[config.mk]
export PLATFORM = sky130hd
export DESIGN_NAME = ckf_div
export DESIGN_NICKNAME = d
export VERILOG_FILES = /design/src/rtl/ckf_pkg.sv /design/src/rtl/ckf_div.sv
export SDC_FILE = /design/constraint.sdc
export NUM_CORES = 1
export LEC_CHECK = 0
export BUFFER_PORTS_ARGS = -buffer_cell sky130_fd_sc_hd__buf_2
export CAP_MARGIN = 30
export CORE_MARGIN = 4
export CORE_UTILIZATION = 46
export CTS_CLUSTER_DIAMETER = 60
export CTS_CLUSTER_SIZE = 10
export DETAILED_ROUTE_END_ITERATION = 12
export HOLD_SLACK_MARGIN = 0.03
export PLACE_DENSITY = 0.7
export SLEW_MARGIN = 20
export SYNTH_ARGS = -nofsm -noshare
export SYNTH_HDL_FRONTEND = slang
export SYNTH_SLANG_ARGS = --single-unit
[constraint.sdc]
create_clock -name clk -period 6.85 [get_ports clk]
set_input_delay 0.685 -clock clk [delete_from_list [all_inputs] [get_ports clk]]
set_output_delay 0.685 -clock clk [all_outputs]
set_load 0.005 [all_outputs]
[src/rtl/ckf_pkg.sv]
package ckf_pkg;

  // Fixed-point format of every value.
  localparam int FRAC_BITS = 16;

  // Width of a shifted dividend magnitude and of the divider step counter.
  localparam int DIV_BITS  = 32 + FRAC_BITS;
  localparam int DIV_CNT_W = $clog2(DIV_BITS);

  localparam logic signed [31:0] MAX32 = 32'sh7FFF_FFFF;
  localparam logic signed [31:0] MIN32 = 32'sh8000_0000;
  localparam logic signed [31:0] ONE_Q = 32'(64'd1 << FRAC_BITS);

  // Reset values of the configuration registers (step time 0.033 s rounded to nearest, variances 1.0).
  localparam logic [16:0] STEP_TIME_RESET  = 17'(((64'd33 << FRAC_BITS) + 64'd500) / 64'd1000);
  localparam logic [30:0] VARIANCE_RESET   = 31'(64'd1 << FRAC_BITS);

  // Register indexes on the configuration port.
  localparam logic [1:0] REG_STEP_TIME     = 2'd0;
  localparam logic [1:0] REG_PROCESS_VAR   = 2'd1;
  localparam logic [1:0] REG_MEASURE_VAR   = 2'd2;

  typedef struct packed {
    logic signed [31:0] meas_u;
    logic signed [31:0] meas_v;
    logic               restart;
  } ckf_in_t;

  typedef struct packed {
    logic signed [31:0] est_u;
    logic signed [31:0] est_v;
    logic signed [31:0] est_u_rate;
    logic signed [31:0] est_v_rate;
  } ckf_out_t;

  typedef enum logic [3:0] {
    ST_IDLE,
    ST_STEP1,
    ST_STEP2,
    ST_STEP3,
    ST_DIV_START,
    ST_DIV,
    ST_GAIN,
    ST_UPDATE,
    ST_OUT
  } ckf_state_t;

  // Step strobes broadcast from the sequencer to the lanes and the covariance unit.
  typedef struct packed {
    logic seed;
    logic step1;
    logic step2;
    logic step3;
    logic div_start;
    logic take_gain;
    logic gain;
    logic update;
  } ckf_ctrl_t;

  // Status returned by the covariance unit.
  typedef struct packed {
    logic div_busy;
    logic div_done;
  } ckf_stat_t;

  // Sign extension of a 32-bit value into the wide sum format.
  function automatic logic signed [35:0] sx36(input logic signed [31:0] x);
    sx36 = {{4{x[31]}}, x};
  endfunction

  // Saturation of a wide sum to signed 32 bits.
  function automatic logic signed [31:0] sat36(input logic signed [35:0] x);
    if ((x[35:31] == 5'b00000) || (x[35:31] == 5'b11111)) begin
      sat36 = x[31:0];
    end else if (x[35]) begin
      sat36 = MIN32;
    end else begin
      sat36 = MAX32;
    end
  endfunction

  // Fixed-point product, rounded half away from zero and saturated.
  function automatic logic signed [31:0] mulq(input logic signed [31:0] a,
                                              input logic signed [31:0] b);
    logic        neg;
    logic [31:0] ma;
    logic [31:0] mb;
    logic [63:0] p;
    logic [63:0] r;
    neg = a[31] ^ b[31];
    ma  = a[31] ? 32'(-a) : a;
    mb  = b[31] ? 32'(-b) : b;
    p   = {32'b0, ma} * {32'b0, mb};
    r   = (p + (64'd1 << (FRAC_BITS - 1))) >> FRAC_BITS;
    if (neg) begin
      if (r > 64'h8000_0000) begin
        mulq = MIN32;
      end else begin
        mulq = 32'(-r[31:0]);
      end
    end else if (r > 64'h7FFF_FFFF) begin
      mulq = MAX32;
    end else begin
      mulq = r[31:0];
    end
  endfunction

endpackage

[src/rtl/ckf_div.sv]
// Restoring divider of magnitudes, one quotient bit per cycle.
module ckf_div (
  input  logic                         clk,
  input  logic                         rst,
  input  logic                         start,
  input  logic [ckf_pkg::DIV_BITS-1:0] num,
  input  logic [32:0]                  den,
  output logic [ckf_pkg::DIV_BITS-1:0] quot,
  output logic                         busy,
  output logic                         done
);

  logic [33:0]                   rem;
  logic [ckf_pkg::DIV_BITS-1:0]  work;
  logic [ckf_pkg::DIV_CNT_W-1:0] cnt;
  logic [33:0]                   shifted;
  logic                          fits;

  // Trial subtraction for the current quotient bit.
  always_comb begin
    shifted = {rem[32:0], work[ckf_pkg::DIV_BITS-1]};
    fits    = shifted >= {1'b0, den};
  end

  // Control of the iteration.
  always_ff @(posedge clk) begin
    if (rst) begin
      busy <= 1'b0;
      done <= 1'b0;
      cnt  <= '0;
    end else begin
      done <= 1'b0;
      if (start) begin
        busy <= 1'b1;
        cnt  <= '0;
      end else if (busy) begin
        cnt <= cnt + 1'b1;
        if (cnt == ckf_pkg::DIV_CNT_W'(ckf_pkg::DIV_BITS - 1)) begin
          busy <= 1'b0;
          done <= 1'b1;
        end
      end
    end
  end

  // Remainder and dividend/quotient shift register.
  always_ff @(posedge clk) begin
    if (start) begin
      rem  <= '0;
      work <= num;
    end else if (busy) begin
      rem  <= fits ? (shifted - {1'b0, den}) : shifted;
      work <= {work[ckf_pkg::DIV_BITS-2:0], fits};
    end
  end

  assign quot = work;

endmodule

# ---- Word-level counts from Yosys, hierarchy flattened
# Cells that the tools add are included.
dict set report classes {
  bitwise 1
  muxes 7
  order_cmp 1
  reduce_logical 3
  addsub 2
  eq_ne 1
}
# cell count
set op_table {}
lappend op_table {{48-bit two-way mux} 2}
lappend op_table {{34-bit by 33-bit greater-or-equal comparator with 1-bit output} 1}
lappend op_table {{33-bit two-way mux} 1}
lappend op_table {{33-bit subtractor} 1}
lappend op_table {{6-bit by 1-bit adder with 6-bit output (second input constant)} 1}
lappend op_table {{6-bit == test (second input constant)} 1}
lappend op_table {{1-bit two-way mux} 4}
lappend op_table {{3-bit OR reduction} 1}
lappend op_table {{2-bit nonzero test} 1}
lappend op_table {{2-bit OR reduction} 1}
lappend op_table {{1-bit inverter} 1}
dict set report word_totals {
  ff_bits 89
  word_cells 20
  output_inout_bits 50
}

# ---- Depth between registers and ports, before layout
# Gate-level depths: netlist (run 1).
dict set report depth {
  ltp_word 4
  depth_mapped 14
  depth_no_buf 12
}

# ---- Worst setup path before layout (run 1)
# Ideal clock, no wire load.
dict set report synth_path {
  kind {input -> register}
  startpoint {input port den[0]}
  endpoint {register rem[0]}
  t_required_ns 6.764
  arrival_time_ns 2.975
  slack_ns 3.790
  stages 12
  setup_ns 0.086
  cell_sequence {ha_1 > inv_1 > fa_1 > a21o_1 > a311o_1 > nand3_1 > a21oi_2 > o21ai_2 > o2bb2ai_2 > buf_6 > mux2_1 > a211oi_1}
}
dict set report synth_via {
  elab_chain_cells 2
  elab_cells_between_ends 3
  classes_between {add/sub (1); order compare (1); mux (1)}
}
# element line_no
set synth_rtl {}
lappend synth_rtl {{from (decl)} ckf_div.sv:7} ;# input logic [32:0] den,
lappend synth_rtl {{33-bit subtractor or 34-bit by 33-bit greater-or-equal comparator with 1-bit output (tied branches)} {ckf_div.sv:52, ckf_div.sv:22}}
lappend synth_rtl {{33-bit two-way mux *} ckf_div.sv:52} ;# rem <= fits ? (shifted - {1'b0, den}) : shifted;
lappend synth_rtl {{to (signal assigned)} ckf_div.sv:52}
lappend synth_rtl {{to (decl)} ckf_div.sv:13} ;# logic [33:0] rem;
# Every way passes the cells marked *; elsewhere a longest branch is shown, timed or not.
# A chain may end at the register's enable or synchronous reset.

# ---- Worst setup path after layout (run 1)
dict set report layout_path {
  startpoint {register work, in the netlist quot[47]}
  endpoint {register rem[0]}
}
dict set report layout_via {
  elab_chain_cells 2
  elab_cells_between_ends 3
  classes_between {add/sub (1); order compare (1); mux (1)}
}
# element line_no
set layout_rtl {}
lappend layout_rtl {{from (decl)} ckf_div.sv:14} ;# logic [ckf_pkg::DIV_BITS-1:0] work;
lappend layout_rtl {{from (signal assigned)} ckf_div.sv:50} ;# work <= num;
lappend layout_rtl {{from (signal assigned)} ckf_div.sv:53} ;# work <= {work[ckf_pkg::DIV_BITS-2:0], fits};
lappend layout_rtl {{33-bit subtractor or 34-bit by 33-bit greater-or-equal comparator with 1-bit output (tied branches)} {ckf_div.sv:52, ckf_div.sv:22}}
lappend layout_rtl {{33-bit two-way mux *} ckf_div.sv:52}
# Marks and branches as above.

==> metrics.md, run 1 <==
| Metric | Value |
|---|---|
| Worst-path cell chain | `inv_1, ha_1, inv_1, fa_1, a21o_1, a311o_1, nand3_1, a21oi_2, o21ai_2, o2bb2ai_4, buf_4, mux2_1, a211oi_1` |
| Syn nets | `706` |
| Fin Hold WS | `0.483 ns` |
| Worst hold stages | `2` |
| Ports | `134` |
| Postcts setup bufs | `0` |
| First-pass detailed-route iteration total | `5` |
| Gr usage total | `0.197` |
| Clock sinks | `89` |
| Global route overflow | `0` |
| DIE WIDTH | `120 um` |
| Pwr Density | `206 nW/um2` |
| Syn. warnings | `0` |
| Vias | `4,903` |
| Most frequent cells in the layout | `133 x buf_2, 48 x edfxtp_1, 47 x mux2_2, 45 x nor2_1` |
| Area of the die | `14,500 um2` |
| Starting density of the core | `0.477` |
| Maxcap violations | `0` |
| Leak pwr | `3.19 nW` |
| Slew @ Worst Pin | `0.866 ns` |
| Footprint of the multi-input gates | `3240 um2` |
| Fraction of registers with async set/reset | `0` |
| Worst-skew pair later-pin latency | `0.35 ns` |
| Distinct cells, synth | `64` |
| Area of the core | `12,200 um2` |
| Number of buffers created by CTS | `9` |
| Dpl cell area | `6590 um2` |
| CP peak stage delay | `0.48 ns` |
| EDFF count, synth | `48` |
| Status | `finished clean` |
| CP endpoint kind | `flip-flop` |
| Crit Path Max Fanout | `36` |
| Synth Register Bits | `89` |
| Die height | `120 um` |
| Routability cong. | `0.882` |
| CTS Root Cell | `clkbuf_16` |
| Hold Path Sink | `rem[27]` |
| Antenna Violating Nets Remaining | `0` |
| Synth Cell Area | `5800 um2` |
| R2r setup slk | `3.26 ns` |
| Drt wl/cell | `16.4 um` |
| Unrepaired setup endpoints after global routing | `no` |
| Drt total wl | `14.4 mm` |
| Dominant synthesized flop cell | `edfxtp_1` |
| TNS Setup | `0 ns` |
| CTS tree | `done` |
| PostCTS Resize Cnt | `0` |
| I/O Buffers | `133` |
| Post-synthesis sequential area ratio | `0.390` |
| Worst path slowest cell | `buf_4` |
| Reg clk slew, reported paths | `0.07 ns` |
| Tmin final | `3.59 ns` |
| # setup viols final | `0` |
| Hold path start | `rem[27]` |
| Share of cells above drive strength 1 | `0.309` |
| Area growth syn-to-layout | `18.6%` |
| Reg2reg end | `rem[0]` |
| Most common cell after layout, fill and taps aside | `buf_2` |
| Row cnt | `40` |
| CP startpoint kind | `flip-flop` |
| Slew headroom | `0.423` |
| Final Power | `1.42 mW` |
| Clock Tree Buf Depth | `2` |
| Most frequent cell on the critical path | `inv_1` |
| Tcrit/Tclk final | `0.523` |
| DR vias/cell | `5.57` |
| Fill cells | `1,069` |
| Buf+Inv Stages, Crit Path | `3` |
| Ant. Diodes | `0` |
| Slew Viols, Final | `0` |
| Post-layout instance area | `6880 um2` |
| Tightest Hold Check Type | `flip-flop to flip-flop` |
| Starting DRT DRC Count | `401` |
| WP data arrival | `3.84 ns` |
| Skew final | `0.00960 ns` |
| Max H-tree Level | `3` |
| Max VDD drop | `129 uV` |
| Worst r2r src | `quot[47]` |
| Gate Count Post-Synth | `587` |
| R2R depth | `13` |
| Initial antenna violation count | `0` |
| Vias in the first global route | `4,891` |
| First-pass GRT wire length | `23.6 mm` |
| Largest net degree at the start of global routing | `72` |
| Critical Path RT | `7.10 ns` |
| Worst setup path class | `flip-flop to flip-flop` |
| Final Hold Vio Count | `0` |
| # hold bufs at CTS | `0` |
| Residual DRC count | `0` |
| Mapped Avg Cell Area | `9.89 um2` |
| Register area | `2260 um2` |
| Post-DP HPWL | `10.6 mm` |
| Layout Nets | `826` |
| Peak Freq | `0.279 GHz` |
| Delay-heaviest family, CP | `compound AO/OA/AOI/OAI gates` |
stage by stage:
| step | utilization | setup WS (ns) | cells |
|---|---|---|---|
| 2_1_floorplan | - | 3.79 | 587 |
| 3_3_place_gp | 0.541 | 3.10 | 864 |
| 3_5_place_dp | 0.541 | 2.99 | 864 |
| 4_1_cts | 0.566 | 3.28 | 880 |
| 5_1_grt | 0.566 | 3.02 | 880 |
| 6_report | 0.566 | 3.26 | 880 |
how the worst max path moves through the flow:
stage / from / end / depth (start not counted)
floorplan: den[0] / rem[0] / 12
global placement: den[0] / rem[0] / 13
detailed placement: den[0] / rem[0] / 13
CTS: quot[47] / rem[0] / 13
global route: quot[47] / rem[0] / 13
finish: quot[47] / rem[0] / 13
metal layers:
layer,GRT usage,vias to the layer above,part of all wire
li1,-,2405,-
met1,0.263,2322,0.45
met2,0.321,160,0.47
met3,0.0337,16,0.065
met4,0.0765,0,0.016
met5,0,-,0
report_power, final:
part | total (mW) | switching (mW) | leakage [nW] | internal (mW)
logic | 0.288 | 0.152 | 2.23 | 0.136
clock network | 0.498 | 0.241 | 0.140 | 0.258
registers | 0.633 | 0.0226 | 0.817 | 0.610
logic make-up after synthesis:
family,count (synthesis),share of synthesized area
AOI/OAI and AO/OA,142,0.183
xor gates and xnor gates,29,0.0438
adders and majority gates,35,0.0768
buffers and inverters,72,0.0533
DFF,89,0.390
muxes,65,0.122
and+or+nand+nor,155,0.131
state kept, by name (all words and copies together), names as in the netlist:
signal / flops
done: 1
busy: 1
cnt: 6
rem: 33
quot: 48
synth_stat cells, types with 3 or more instances:
master / instances / area, um2
a2111oi_2: 3 / 45.0
a211oi_1: 19 / 143
a21o_1: 19 / 143
a21oi_1: 31 / 155
a31oi_1: 3 / 18.8
a32oi_1: 6 / 52.6
and2_1: 4 / 25.0
and3_1: 6 / 37.5
buf_2: 7 / 35.0
buf_6: 4 / 45.0
clkbuf_1: 19 / 71.3
dfxtp_1: 41 / 821
edfxtp_1: 48 / 1440
ha_1: 34 / 425
inv_1: 42 / 158
mux2_2: 47 / 529
mux2i_1: 17 / 170
nand2_1: 36 / 135
nand2b_1: 5 / 31.3
nand3_1: 20 / 100
nand3b_1: 5 / 37.5
nand4_1: 4 / 25.0
nor2_1: 45 / 169
nor3_1: 7 / 35.0
o211a_1: 3 / 30.0
o21a_1: 4 / 30.0
o21ai_0: 9 / 45.0
o21ai_1: 11 / 55.1
o311ai_1: 5 / 43.8
o31ai_1: 5 / 37.5
or2_2: 3 / 18.8
or3_1: 7 / 43.8
xnor2_1: 17 / 149
xor2_1: 12 / 105
worst min-delay path, delay by kind of cell, from the launching register on:
| kind | cells | cell delay, ns |
|---|---|---|
| flops | 1 | 0.33 |
| simple gates | 1 | 0.05 |
| compound gates | 1 | 0.05 |
final cells by class:
class                   instances  share of cell area
clock buffers                   9              0.0327
inverters                      42              0.0229
flip-flops and latches         89               0.329
repair buffers                139               0.103
well taps                     168              0.0305
clock inverters                 7              0.0107
multi-input cells             426               0.471
Note: power is estimated with default switching activity, not from simulation.
==> run 2, diff against run 1 <==
Settings changed: ABC_AREA from default to 1, PLACE_DENSITY 0.7 to 0.69.
Clock period 6.85 ns to 3.31 ns, I/O delays scaled along.
==> run 2 against run 1 <==
Net effect: first-iteration DRC count decreased by 9.5%; hold slack got worse by 0.24 ns; critical path type unchanged; register-to-register slack got worse by 2.5 ns; critical path depth increased by 4; clock power increased by 110%; sequential power increased by 100%; setup slack got worse by 2.5 ns; largest power group unchanged; flip-flop and latch count unchanged; synthesized area increased by 16%; non-clock buffer count increased by 2.
==> metrics.md, run 2 <==
| Metric | Value |
|---|---|
| Residual DRC count | `0 (unchanged)` |
| Dominant synthesized flop cell | `edfxtp_1 (unchanged)` |
| Largest net degree at the start of global routing | `41 (was 72)` |
| Worst setup path class | `flip-flop to flip-flop (unchanged)` |
| Post-DP HPWL | `13.3 mm (was 10.6 mm)` |
| Crit Path Max Fanout | `34 (was 36)` |
| Synth Cell Area | `6720 um2 (was 5800 um2)` |
| DR vias/cell | `4.73 (was 5.57)` |
| Worst r2r src | `quot[47] (unchanged)` |
| TNS Setup | `0 ns (unchanged)` |
| First-pass detailed-route iteration total | `5 (unchanged)` |
| Gr usage total | `0.213 (was 0.197)` |
| Gate Count Post-Synth | `1,050 (was 587)` |
| Worst path slowest cell | `fa_1 (was buf_4)` |
| CTS tree | `done (unchanged)` |
| Most common cell in the netlist | `nand2_1 (was edfxtp_1)` |
| Final worst slack | `0.764 ns (was 3.26 ns)` |
| Ports | `134 (unchanged)` |
| Max reg flops | `48 (unchanged)` |
| Mapped Avg Cell Area | `6.40 um2 (was 9.89 um2)` |
| Post-synthesis sequential area ratio | `0.337 (was 0.390)` |
| Pwr Density | `348 nW/um2 (was 206 nW/um2)` |
| Post-synth top cells | `497 x nand2_1, 167 x inv_1, 55 x nand3_1 (was 48 x edfxtp_1, 47 x mux2_2, 45 x nor2_1)` |
| I/O Buffers | `133 (unchanged)` |
| Die height | `129 um (was 120 um)` |
| Area growth syn-to-layout | `16.6% (was 18.6%)` |
| Final Hold Vio Count | `0 (unchanged)` |
| Top area cells in the synthesized netlist | `nand2_1 28%, edfxtp_1 21%, dfxtp_1 12%, inv_1 9.3%, ha_1 6.3% (was edfxtp_1 25%, dfxtp_1 14%, mux2_2 9.1%, ha_1 7.3%, mux2i_1 2.9%)` |
| # setup viols final | `0 (unchanged)` |
| Distinct cells, synth | `36 (was 64)` |
| Routability cong. | `0.888 (was 0.882)` |
| Placed cell count | `1,344 (was 864)` |
| Met3 Resource Use GR | `0.0498 (was 0.0337)` |
| Reg clk slew, reported paths | `0.07 ns (about the same)` |
| Share of the synthesized area in the top cell type | `0.278 (was 0.248)` |
| # hold bufs at CTS | `0 (unchanged)` |
| Antenna Violating Nets Remaining | `0 (unchanged)` |
| DIE WIDTH | `129 um (was 120 um)` |
| Ant. Diodes | `0 (unchanged)` |
| CTS Root Cell | `clkbuf_16 (unchanged)` |
| Tcrit/Tclk final | `0.769 (was 0.523)` |
| Slew headroom | `0.657 (was 0.423)` |
| Global route overflow | `0 (unchanged)` |
| CP endpoint kind | `flip-flop (unchanged)` |
| Drt wl/cell | `12.8 um (was 16.4 um)` |
| Tightest Hold Check Type | `input port to flip-flop (was flip-flop to flip-flop)` |
| Critical Path RT | `3.55 ns (was 7.10 ns)` |
| Maxcap violations | `0 (unchanged)` |
| Leak pwr | `4.48 nW (was 3.19 nW)` |
| Fraction of registers with async set/reset | `0 (unchanged)` |
| Starting density of the core | `0.477 (about the same)` |
| M1 GR Usage | `0.283 (was 0.263)` |
| Initial antenna violation count | `0 (unchanged)` |
| Vias in the first global route | `6,073 (was 4,891)` |
| Met2 usage | `0.350 (was 0.321)` |
| Area of the core | `14,100 um2 (was 12,200 um2)` |
| Syn nets | `1,169 (was 706)` |
| PostCTS Resize Cnt | `0 (unchanged)` |
| Hold Path Sink | `quot[18] (was rem[27])` |
| Max H-tree Level | `3 (unchanged)` |
| Worst-path cell chain | `inv_1, ha_1, inv_1, fa_1, nand2_1, nand2_1, nand3_2, nand2_2, nand2_2, nand2_4, nand2_2, nand2_4, nand2_4, buf_4, nand3b_1, nand3_1, nand2_1 (was inv_1, ha_1, inv_1, fa_1, a21o_1, a311o_1, nand3_1, a21oi_2, o21ai_2, o2bb2ai_4, buf_4, mux2_1, a211oi_1)` |
| Starting DRT DRC Count | `363 (was 401)` |
| Hold path start | `num[18] (was rem[27])` |
| Delay-heaviest family, CP | `simple AND/OR/NAND/NOR gates (was compound AO/OA/AOI/OAI gates)` |
| Yosys top cell by area | `nand2_1 (was edfxtp_1)` |
| Share of cells above drive strength 1 | `0.160 (was 0.309)` |
| Row cnt | `43 (was 40)` |
| Number of buffers created by CTS | `9 (unchanged)` |
| Synth Register Bits | `89 (unchanged)` |
| Skew final | `0.0101 ns (was 0.00960 ns)` |
| Buf+Inv Stages, Crit Path | `3 (unchanged)` |
| First-pass GRT wire length | `28.8 mm (was 23.6 mm)` |
| Tmin final | `2.55 ns (was 3.59 ns)` |
| Worst-skew pair later-pin latency | `0.35 ns (about the same)` |
| Slew @ Worst Pin | `0.514 ns (was 0.866 ns)` |
| CP startpoint kind | `flip-flop (unchanged)` |
| Status | `finished clean (unchanged)` |
| Clock Tree Buf Depth | `2 (unchanged)` |
| Drt total wl | `17.3 mm (was 14.4 mm)` |
| Most common cell after layout, fill and taps aside | `nand2_1 (was buf_2)` |
| Max VDD drop | `352 uV (was 129 uV)` |
| Most frequent cells in the layout | `497 x nand2_1, 166 x inv_1, 133 x buf_2, 55 x nand3_1, 48 x edfxtp_1 (was 133 x buf_2, 48 x edfxtp_1, 47 x mux2_2, 45 x nor2_1)` |
| CP peak stage delay | `0.42 ns (was 0.48 ns)` |
| Slew Viols, Final | `0 (unchanged)` |
| Area of the die | `16,600 um2 (was 14,500 um2)` |
| Peak Freq | `0.393 GHz (was 0.279 GHz)` |
| Reg2reg end | `rem[2] (was rem[0])` |
| Most Crowded Layer GR | `met2 (unchanged)` |
| Layout Nets | `1,294 (was 826)` |
| Clock sinks | `89 (unchanged)` |
| Pre-CTS setup slack | `0.758 ns (was 2.99 ns)` |
| R2R depth | `17 (was 13)` |
| Postcts setup bufs | `0 (unchanged)` |
| Vias | `6,434 (was 4,903)` |
| R2r setup slk | `0.76 ns (was 3.26 ns)` |
| Unrepaired setup endpoints after global routing | `no (unchanged)` |
| WP data arrival | `2.79 ns (was 3.84 ns)` |
| EDFF count, synth | `48 (unchanged)` |
| Fin cells | `1,360 (was 880)` |
| Syn. warnings | `0 (unchanged)` |
| Worst hold stages | `3 (was 2)` |
[run 2: logic make-up after synthesis]
kind of cell / synth area share
AO/OA/AOI/OAI: 0.0195
XOR/XNOR: 0.0195
adder cells (fa/ha/maj): 0.0663
buffers and inverters: 0.117
flip-flops: 0.337
AND/OR/NAND/NOR: 0.441
[run 2: how the worst max path moves through the flow]
stage	start	slack, ns	endpoint	depth (start not counted)
final	quot[47]	0.76	rem[2]	17
after global routing	quot[47]	0.47	rem[2]	17
after CTS	quot[47]	0.76	quot[0]	15
after detailed placement	quot[47]	0.76	quot[0]	15
after global placement	quot[47]	0.83	quot[0]	15
after floorplan	quot[47]	1.13	rem[13]	17
[run 2: where the power goes]
part           total [mW]  switching, mW  internal (mW)
Combinational       0.383          0.225          0.158
Sequential           1.28         0.0353           1.24
Clock                1.06          0.471          0.592
[run 2: area by class of cell]
class,count,area [um2]
fillers,1458,6260
multi-input cells,762,3680
flip-flops and latches,89,2260
repair buffers,141,726
inverters,172,646
clock buffers,9,225
well taps,180,225
clock inverters,7,75.1
[run 2: metal layers]
metal	routed length [um]	share of wire
met5	0	0
met4	300	0.017
met3	934	0.054
met2	7970	0.46
met1	8140	0.47
[run 2: per-stage QoR]
stage / util / hold WS [ns] / power [mW] / cell area (um2)
floorplan: - / 0.440 / 1.52 / 6720
global placement: 0.535 / 0.457 / 1.69 / 7540
detailed placement: 0.535 / 0.458 / 1.69 / 7540
CTS: 0.556 / 0.234 / 2.75 / 7840
global route: 0.556 / 0.250 / 2.85 / 7840
finish: 0.556 / 0.246 / 2.73 / 7840
[run 2: tightest hold or removal path, delay by kind of cell]
kind | cells | cell delay, ns
buf+inv | 1 | 0.07
simple gates | 2 | 0.09
==> run 3, diff against run 2 <==
Settings changed: ABC_AREA 1 to 0, PLACE_DENSITY 0.69 to 0.7.
Clock period 3.31 ns to 2.39 ns, I/O delays scaled along.
==> run 3 against run 2 <==
Net effect: the run now ends with setup timing left; fmax is 9.2% lower; clock skew is 0.0046 ns higher; sequential power is 42% higher; hold slack worse by 0.19 ns; utilization is 11 points higher; clock-buffer cell count stayed put; global-route usage is 0.91 points higher; critical path type unchanged; highest routed layer unchanged.
==> metrics.md, run 3 (same netlist as run 1, synthesis figures left out) <==
| Metric | Value |
|---|---|
| Status | `complete, but fails checks (was finished clean)` |
| Failing checks | `setup timing` |
| Worst-skew pair later-pin latency | `0.35 ns (about the same)` |
| Initial antenna violation count | `0 (unchanged)` |
| Pwr Density | `526 nW/um2 (was 348 nW/um2)` |
| Post-layout instance area | `8120 um2 (was 7840 um2)` |
| Clock Tree Buf Depth | `2 (unchanged)` |
| Die height | `120 um (was 129 um)` |
| Largest net degree at the start of global routing | `47 (was 41)` |
| Area of the die | `14,500 um2 (was 16,600 um2)` |
| Delay-heaviest family, CP | `compound AO/OA/AOI/OAI gates (was simple AND/OR/NAND/NOR gates)` |
| Worst setup path class | `flip-flop to flip-flop (unchanged)` |
| DR vias/cell | `5.48 (was 4.73)` |
| Critical Path Start | `quot[47] (unchanged)` |
| Ports | `134 (unchanged)` |
| Routability cong. | `0.924 (was 0.888)` |
| Gr usage total | `0.222 (was 0.213)` |
| Max H-tree Level | `3 (unchanged)` |
| Final Hold Vio Count | `0 (unchanged)` |
| R2R depth | `14 (was 17)` |
| Buf+Inv Stages, Crit Path | `4 (was 3)` |
| Vias | `5,474 (was 6,434)` |
| Final worst slack | `-0.415 ns (was 0.764 ns)` |
| Drt wl/cell | `17.1 um (was 12.8 um)` |
| Worst path slowest cell | `edfxtp_1 (was fa_1)` |
| First-pass GRT wire length | `26.1 mm (was 28.8 mm)` |
| Unrepaired setup endpoints after global routing | `yes (was no)` |
| Clock power frac | `0.322 (was 0.390)` |
| Reg2reg end | `rem[21] (was rem[2])` |
| P_int | `3.02 mW (was 1.99 mW)` |
| DIE WIDTH | `120 um (was 129 um)` |
| WP data arrival | `3.02 ns (was 2.79 ns)` |
| Worst hold stages | `2 (was 3)` |
| Antenna Violating Nets Remaining | `0 (unchanged)` |
| Clock sinks | `89 (unchanged)` |
| Tmin final | `2.80 ns (was 2.55 ns)` |
| Most common cell after layout, fill and taps aside | `buf_2 (was nand2_1)` |
| Tightest Hold Check Type | `input port to flip-flop (unchanged)` |
| Global route overflow | `0 (unchanged)` |
| Skew final | `0.0147 ns (was 0.0101 ns)` |
| CP startpoint kind | `flip-flop (unchanged)` |
| Maxcap violations | `0 (unchanged)` |
| Comb pwr share | `0.252 (was 0.141)` |
| Slew @ Worst Pin | `0.516 ns (was 0.514 ns)` |
| Reg power frac | `0.426 (was 0.469)` |
| Critical Path RT | `2.60 ns (was 3.55 ns)` |
| Hold Path Sink | `busy (was quot[18])` |
| Slew headroom | `0.656 (was 0.657)` |
| Ant. Diodes | `0 (unchanged)` |
| Area of the core | `12,200 um2 (was 14,100 um2)` |
| Slew Viols, Final | `0 (unchanged)` |
| I/O Buffers | `133 (unchanged)` |
| Reg clk slew, reported paths | `0.07 ns (about the same)` |
| Area growth syn-to-layout | `39.9% (was 16.6%)` |
| Post-layout util | `0.668 (was 0.556)` |
| Share of cells above drive strength 1 | `0.442 (was 0.160)` |
| Post-DP HPWL | `12.5 mm (was 13.3 mm)` |
| # hold bufs at CTS | `0 (unchanged)` |
| Number of buffers created by CTS | `9 (unchanged)` |
| Most frequent cell on the critical path | `inv_2` |
| CTS Root Cell | `clkbuf_16 (unchanged)` |
| Row cnt | `40 (was 43)` |
| Peak Freq | `0.357 GHz (was 0.393 GHz)` |
| R2r setup slk | `-0.41 ns (was 0.76 ns)` |
| Worst r2r src | `quot[47] (unchanged)` |
| # setup viols final | `34 (was 0)` |
| Drt total wl | `17.1 mm (was 17.3 mm)` |
| Levels on crit path | `14 (was 17)` |
| Tcrit/Tclk final | `1.17 (was 0.769)` |
| CP endpoint kind | `flip-flop (unchanged)` |
| Vias in the first global route | `5,349 (was 6,073)` |
| Worst-path cell chain | `inv_2, ha_4, inv_2, fa_2, a21o_1, a311o_1, nand3_2, a21oi_4, o21ai_4, o2bb2ai_4, buf_4, buf_6, or3_1, nand3_1 (was inv_1, ha_1, inv_1, fa_1, nand2_1, nand2_1, nand3_2, nand2_2, nand2_2, nand2_4, nand2_2, nand2_4, nand2_4, buf_4, nand3b_1, nand3_1, nand2_1)` |
| Crit Path Max Fanout | `8 (was 34)` |
| Dpl cell area | `7430 um2 (was 7540 um2)` |
| Layout Nets | `944 (was 1,294)` |
| Most frequent cells in the layout | `133 x buf_2, 114 x buf_4, 48 x edfxtp_1, 47 x mux2_2, 45 x nor2_1 (was 497 x nand2_1, 166 x inv_1, 133 x buf_2, 55 x nand3_1, 48 x edfxtp_1)` |
| Max reg flops | `48 (unchanged)` |
| CP peak stage delay | `0.42 ns (about the same)` |
| First-pass detailed-route iteration total | `5 (unchanged)` |
| Residual DRC count | `0 (unchanged)` |
| Pre-CTS setup slack | `-0.392 ns (was 0.758 ns)` |
| Psw | `1.24 mW (was 0.732 mW)` |
| CTS tree | `done (unchanged)` |
| Hold path start | `rst (was num[18])` |
| Starting DRT DRC Count | `418 (was 363)` |
| Max VDD drop | `335 uV (was 352 uV)` |
| Starting density of the core | `0.477 (about the same)` |
| Leak pwr | `3.91 nW (was 4.48 nW)` |
| Switching share of total power | `0.292 (was 0.268)` |
[run 3: per-layer routing]
layer	GRT usage	part of all wire	vias up
met5	0	0	-
met4	0.0701	0.015	0
met3	0.0416	0.068	26
met2	0.381	0.49	211
met1	0.283	0.43	2598
li1	-	-	2639
[run 3: area by class of cell]
cell class / count / area [um2]
clock buffers: 9 / 225
clock inverters: 7 / 58.8
fillers: 955 / 4040
inverters: 42 / 158
multi-input cells: 426 / 3490
flip-flops and latches: 89 / 2260
well taps: 168 / 210
repair buffers: 257 / 1710
[run 3: worst max-delay path by stage]
stage / to / slack, ns
floorplan: rem[0] / -0.21
global placement: rem[14] / -0.29
detailed placement: rem[16] / -0.39
CTS: rem[5] / -0.35
global route: rem[23] / -0.50
finish: rem[21] / -0.41
[run 3: what timing repair did]
item                       in CTS  in global routing
setup buffers                   7                  5
setup endpoints to repair      34                 34
gates resized for setup        10                 32
pin swaps                       2                 17
gates cloned                    2                  2
[run 3: worst register-to-register path: stages (launching register included)]
cell and delay, ns:
edfxtp_1 0.42, inv_2 0.10, ha_4 0.13, inv_2 0.03, fa_2 0.35, a21o_1 0.18, a311o_1 0.29, nand3_2 0.11
a21oi_4 0.08, o21ai_4 0.18, o2bb2ai_4 0.23, buf_4 0.19, buf_6 0.14, or3_1 0.14, nand3_1 0.11
[run 3: power groups by stage]
stage | Sequential, mW | Combinational (mW) | Clock, mW
2_1_floorplan | 1.85 | 0.546 | 0
3_3_place_gp | 1.84 | 0.980 | 0
3_5_place_dp | 1.85 | 1.00 | 0
4_1_cts | 1.82 | 1.03 | 1.38
5_1_grt | 1.83 | 1.17 | 1.46
6_report | 1.82 | 1.08 | 1.37
[run 3: stage by stage]
stage	TNS, ns	hold slack, ns	total power [mW]	instances
after global routing	-13.93	0.0539	4.46	998
after detailed placement	-10.25	0.413	2.85	967
final	-10.53	0.0601	4.27	998
after floorplan	-2.89	0.311	2.39	587
after CTS	-10.14	0.0521	4.23	992
after global placement	-7.79	0.410	2.82	967
